--- src/hw/rtl/nnc_pkg.sv ---
// ----------------------------------------------------------------------------
// nnc_pkg
// shared constants and types of the nearest neighbor classifier
// ----------------------------------------------------------------------------
package nnc_pkg;

  localparam int NUM_CLASSES     = 10;
  localparam int TRAIN_PER_CLASS = 16;
  localparam int IMAGE_BYTES     = 3072;

  localparam int NUM_TRAIN = NUM_CLASSES * TRAIN_PER_CLASS;
  localparam int NUM_WORDS = NUM_TRAIN * IMAGE_BYTES;

  // port widths
  localparam int CLASS_IDX_W = 4;
  localparam int TRAIN_IDX_W = 4;
  localparam int BYTE_IDX_W  = 12;
  localparam int PIXEL_W     = 8;
  localparam int LABEL_W     = 4;
  localparam int DIST_W      = 28;
  localparam int SQ_W        = 2 * PIXEL_W;

  // internal widths
  localparam int CLS_W  = (NUM_CLASSES > 1) ? $clog2(NUM_CLASSES) : 1;
  localparam int TR_W   = (TRAIN_PER_CLASS > 1) ? $clog2(TRAIN_PER_CLASS) : 1;
  localparam int SLOT_W = (NUM_TRAIN > 1) ? $clog2(NUM_TRAIN) : 1;
  localparam int ADDR_W = (NUM_WORDS > 1) ? $clog2(NUM_WORDS) : 1;

  localparam logic [DIST_W-1:0] DIST_MAX = {DIST_W{1'b1}};

  // cycles from the last accumulator issue until the best candidate is final
  localparam int DRAIN_CYCLES = 3;
  localparam int DRAIN_W      = 2;

  localparam logic REQ_LOAD = 1'b0;
  localparam logic REQ_TEST = 1'b1;

  typedef struct packed {
    logic             load_we;
    logic             test_start;
    logic             issue;
    logic [TR_W-1:0]  issue_tr;
    logic [CLS_W-1:0] issue_c;
    logic             issue_first;
    logic             clear;
  } nnc_cmd_t;

endpackage

--- src/hw/rtl/nnc_ctrl.sv ---
// ----------------------------------------------------------------------------
// nnc_ctrl
// sequencer: takes items, sweeps all training images per test byte, emits
// ----------------------------------------------------------------------------
module nnc_ctrl (
  input  logic                              clk,
  input  logic                              rst,
  input  logic                              start,
  input  logic                              req_type,
  input  logic [nnc_pkg::CLASS_IDX_W-1:0]   class_idx,
  input  logic [nnc_pkg::TRAIN_IDX_W-1:0]   train_idx,
  input  logic [nnc_pkg::BYTE_IDX_W-1:0]    byte_idx,
  output logic                              busy,
  output logic                              done,
  output nnc_pkg::nnc_cmd_t                 cmd
);

  typedef enum logic [1:0] {
    IDLE,
    SWEEP,
    DRAIN
  } state_t;

  state_t                       state;
  logic [nnc_pkg::TR_W-1:0]     tr;
  logic [nnc_pkg::CLS_W-1:0]    c;
  logic [nnc_pkg::DRAIN_W-1:0]  drain_cnt;
  logic                         last_byte;

  logic accept;
  logic load_ok;
  logic test_ok;
  logic c_wrap;
  logic tr_wrap;
  logic drain_end;

  assign accept  = start && (state == IDLE);
  assign load_ok = (32'(class_idx) < nnc_pkg::NUM_CLASSES) &&
                   (32'(train_idx) < nnc_pkg::TRAIN_PER_CLASS) &&
                   (32'(byte_idx) < nnc_pkg::IMAGE_BYTES);
  assign test_ok = 32'(byte_idx) < nnc_pkg::IMAGE_BYTES;

  assign c_wrap    = 32'(c) == nnc_pkg::NUM_CLASSES - 1;
  assign tr_wrap   = 32'(tr) == nnc_pkg::TRAIN_PER_CLASS - 1;
  assign drain_end = 32'(drain_cnt) == nnc_pkg::DRAIN_CYCLES - 1;

  assign busy = (state != IDLE);

  always_comb begin
    cmd             = '0;
    cmd.load_we     = accept && (req_type == nnc_pkg::REQ_LOAD) && load_ok;
    cmd.test_start  = accept && (req_type == nnc_pkg::REQ_TEST) && test_ok;
    cmd.issue       = (state == SWEEP);
    cmd.issue_tr    = tr;
    cmd.issue_c     = c;
    cmd.issue_first = (tr == '0) && (c == '0);
    cmd.clear       = (state == DRAIN) && drain_end && last_byte;
  end

  always_ff @(posedge clk) begin
    if (rst) begin
      state     <= IDLE;
      tr        <= '0;
      c         <= '0;
      drain_cnt <= '0;
      last_byte <= 1'b0;
      done      <= 1'b0;
    end else begin
      done <= 1'b0;
      unique case (state)
        IDLE: begin
          if (cmd.test_start) begin
            state     <= SWEEP;
            tr        <= '0;
            c         <= '0;
            last_byte <= 32'(byte_idx) == nnc_pkg::IMAGE_BYTES - 1;
          end
        end
        SWEEP: begin
          // classes inner, training images outer
          if (c_wrap) begin
            c <= '0;
            if (tr_wrap) begin
              state     <= DRAIN;
              drain_cnt <= '0;
            end else begin
              tr <= tr + 1'b1;
            end
          end else begin
            c <= c + 1'b1;
          end
        end
        DRAIN: begin
          if (drain_end) begin
            state <= IDLE;
            done  <= last_byte;
          end else begin
            drain_cnt <= drain_cnt + 1'b1;
          end
        end
        default: state <= IDLE;
      endcase
    end
  end

endmodule

--- config.mk ---
export PLATFORM = sky130hd
export DESIGN_NAME = nnc_ctrl
export DESIGN_NICKNAME = d
export VERILOG_FILES = /design/src/hw/rtl/nnc_pkg.sv /design/src/hw/rtl/nnc_ctrl.sv
export SDC_FILE = /design/constraint.sdc
export NUM_CORES = 1
export LEC_CHECK = 0
export BUFFER_PORTS_ARGS = -buffer_cell sky130_fd_sc_hd__buf_2
export CORE_ASPECT_RATIO = 1.2
export CORE_MARGIN = 3
export CORE_UTILIZATION = 36
export CTS_BUF_LIST = sky130_fd_sc_hd__clkbuf_8
export CTS_CLUSTER_DIAMETER = 80
export DETAILED_ROUTE_END_ITERATION = 6
export GPL_ROUTABILITY_DRIVEN = 0
export GPL_TIMING_DRIVEN = 0
export PLACE_DENSITY = 0.67
export SLEW_MARGIN = 20
export SYNTH_ARGS = -nofsm -noshare
export SYNTH_HDL_FRONTEND = slang
export SYNTH_SLANG_ARGS = --single-unit
--- constraint.sdc ---
create_clock -name clk -period 1.15 [get_ports clk]
set_input_delay 0.115 -clock clk [delete_from_list [all_inputs] [get_ports clk]]
set_output_delay 0.115 -clock clk [all_outputs]
set_load 0.05 [all_outputs]
==> run_results.csv <==
group,metric,value,unit
status,status,"finished with violations",
status,violations,"negative setup slack",
global_route,track_usage,23.2,%
power_and_ir_drop,clock_power_share,33.7,%
detailed_routing,num_vias,1031,
timing,final-setup-viol-count,18,
floorplanning,die_h,56.8,um
timing,worst_slack,-0.217,ns
global_route,antenna_found_initial,0,
placement,place_area,1060,sq um
power_and_ir_drop,p_int,854,uW
power_and_ir_drop,ir_worst_vdd,614,uV
global_route,grt_pass1_vias,1051,
global_route,grt_pass1_wl,4860,um
detailed_routing,antenna_left,0,
cts,clk_pin_slew,0.06,ns
power_and_ir_drop,p_sw_share,28.8,%
timing,skew,0.00112,ns
detailed_routing,route.detailed.drc,0,
run,cap_violations,0,
layout,drive_gt1_share,69.7,%
synth,synth_edf_count,0,
timing,period_minus_slack,1.37,ns
layout,fin_area,1560,sq um
synth,ys_ff_latch,14,
detailed_routing,via_per_inst,5.73,
synth,syn_inst,96,
floorplanning,core,1940,sq um
detailed_routing,drt-total-wl,3130,um
synth,synthesis.nets,126,
power_and_ir_drop,p_leak,0.000621,uW
power_and_ir_drop,pwr-share-seq,40.4,%
global_route,grt_overflow,0,
setup_path,crit_path_start_kind,"flop",
cts,cts_buffers,3,
setup_path,r2r_end,"c[3]",
cts,clock_latency,0.25,ns
min_path,hold_end,"c[1]",
timing,max-slew-margin-rel,58.7,%
timing,slew_violations,0,
timing,fmax,732,MHz
synth,ys_seq_area_share,36.2,%
cts,clockBufferDepth,2,
synth,yosys_warnings,0,
cts,numClockSinks,14,
layout,antenna_cells,0,
setup_path,slowest_stage,"dfxtp_4",
setup_path,endpoint_kind,"flop",
global_route,grt_start_max_net_pins,11,
setup_path,worstPathRequired,1.25,ns
timing,holdWs,0.110,ns
timing,tightestPinTransition,0.619,ns
cts,htreeDepth,1,
timing,fin_crit_sh,119,%
synth,netlist.area_leader.share,36.2,%
power_and_ir_drop,p_switching,346,uW
setup_path,crit_type,"reg -> reg",
min_path,holdCritStartpoint,"rst",
synth,yosys.area.top_type,"dfxtp_1",
layout,num-fill-cells,114,
synth,avgSynthCellArea,8.05,sq um
synth,ys_async_sr_fraction,0,%
cts,tritoncts,"yes",
setup_path,cp.arrival,1.47,ns
setup_path,cpLargestDelayFamily,"flip-flops",
layout,fin_nets,184,
floorplanning,die_area,2740,sq um
placement,post-place-ws,-0.251,ns
placement,dp_hpwl,1560,um
setup_path,r2r_start,"c[1]",
floorplanning,initial_core_util,39.9,%
cts,clk_root_buffer_cell,"clkbuf_8",
layout,area_delta_synth_final,102,%
floorplanning,die_x,48.3,um
power_and_ir_drop,power_frac_comb,25.9,%
setup_path,r2r_setup_slack,-0.22,ns
min_path,hold_path_depth,2,
detailed_routing,dr.pass1.iters,4,
timing,hold_violations,0,
floorplanning,io_pins,39,
min_path,hold_class,"in -> reg",
synth,synthFlopType,"dfxtp_1",
floorplanning,rows,17,
synth,synth.distinct_cells,28,
placement,portBuffers,33,
timing,rsz0062_at_grt,"true",
setup_path,max_stage_delay,0.35,ns
layout,fin_util,80.7,%
setup_path,path_buf_inv,2,
synth,synth_area,773,sq um
power_and_ir_drop,power_density,768,nW/um^2
setup_path,reg2reg_depth,7,
detailed_routing,avgRoutedWirePerCell,17.4,um
synth,synth.area.top_cells,"dfxtp_1, ha_1, nand3_1",
setup_path,cp_max_fo,3,
setup_path,crit_chain,"inv_4 -> ha_4 -> and3b_2 -> buf_12 -> nor2_4 -> a31oi_1 -> a21oi_1",
detailed_routing,drt_iter0_markers,18,
-- layout make-up --
class | count | area (sq um) | area share, %
sequential | 14 | 315 | 20.2
buffer | 3 | 32.5 | 2.08
timing repair buffer | 53 | 435 | 27.9
tap | 28 | 35.0 | 2.24
clock buffer | 3 | 41.3 | 2.64
multi-input combinational | 70 | 651 | 41.7
inverter | 9 | 51.3 | 3.29
-- per-layer routing --
metal / up-vias / GRT usage, % / share of wire [%]
met5: - / 0 / 0
met4: 0 / 15.4 / 6.3
met3: 22 / 4.51 / 7.4
met2: 64 / 43.7 / 51
met1: 477 / 22.7 / 35
li1: 468 / - / -
-- worst reg2reg max path, stage by stage (launching register included) --
cell     delay (ns)
dfxtp_4        0.35
inv_4          0.06
ha_4           0.12
and3b_2        0.28
buf_12         0.13
nor2_4         0.03
a31oi_1        0.15
a21oi_1        0.09
-- placed cells by master (no fill, tap or decap), types with 3 or more instances in the layout --
cell type and instances:
buf_2 26, buf_4 12, dfxtp_4 8, nand3_2 7, nand3_1 6, buf_6 6
a31oi_1 5, nor2_1 5, nand3b_1 5, inv_1 4, clkbuf_8 4, buf_8 4
a21oi_2 4, dfxtp_2 4, nand2_1 3, a21oi_1 3, ha_1 3, ha_4 3
buf_12 3
-- kinds of logic (layout without fill, tap and decap cells) --
family / count (synthesis) / count (layout) / synth area share (%)
AND/OR/NAND/NOR: 46 / 46 / 33.7
AO/OA/AOI/OAI: 17 / 17 / 13.1
flip-flops: 14 / 14 / 36.2
buffers and inverters: 12 / 68 / 5.99
adder cells (fa/ha/maj): 6 / 6 / 9.71
multiplexers: 1 / 1 / 1.29
-- repair_timing --
action | in CTS | in global routing
endpoints found under the hold margin | 0 | 0
gates cloned | 1 | 0
resized for setup | 61 | 10
endpoints found under the setup margin | 18 | 19
buffers inserted | 16 | 3
hold buffers | 0 | 0
pin swaps | 22 | 9
-- synth_stat cells (2+ instances only) --
| library cell | instances |
|---|---|
| a21oi_1 | 7 |
| a31oi_1 | 6 |
| and3_1 | 2 |
| clkbuf_1 | 2 |
| dfxtp_1 | 14 |
| ha_1 | 6 |
| inv_1 | 8 |
| nand2_1 | 3 |
| nand3_1 | 14 |
| nand3b_1 | 5 |
| nand4_1 | 2 |
| nor2_1 | 6 |
| nor3_1 | 4 |
| nor4_1 | 2 |
| o21ai_0 | 2 |
-- worst max-delay path by stage --
| stage | depth (start not counted) | to | startpoint |
|---|---|---|---|
| 2_1_floorplan | 6 | drain_cnt[0] | c[1] |
| 6_report | 7 | c[3] | c[1] |
| 3_3_place_gp | 5 | cmd[11] | state[0] |
| 3_5_place_dp | 5 | tr[0] | state[0] |
| 4_1_cts | 3 | cmd[1] | tr[3] |
| 5_1_grt | 7 | tr[2] | c[1] |
-- stage by stage --
step	std cells	setup TNS [ns]	total power, uW
final	180	-2.33	1200
after global placement	157	-1.89	676
after detailed placement	157	-2.48	681
after CTS	177	-1.49	1180
after global routing	180	-3.24	1230
after floorplan	96	-1.64	616
-- power groups by stage --
stage / sequential [uW] / combinational [uW] / clock (uW)
global placement: 504 / 172 / 0
global route: 485 / 327 / 422
CTS: 484 / 288 / 406
floorplan: 514 / 102 / 0
detailed placement: 504 / 177 / 0
finish: 485 / 311 / 404
-- registers in the layout (all words and copies together) (netlist names) --
name,flops
drain_cnt,2
tr,4
last_byte,1
c,4
done,1
state,2
Note: power is estimated with default switching activity, not from simulation.
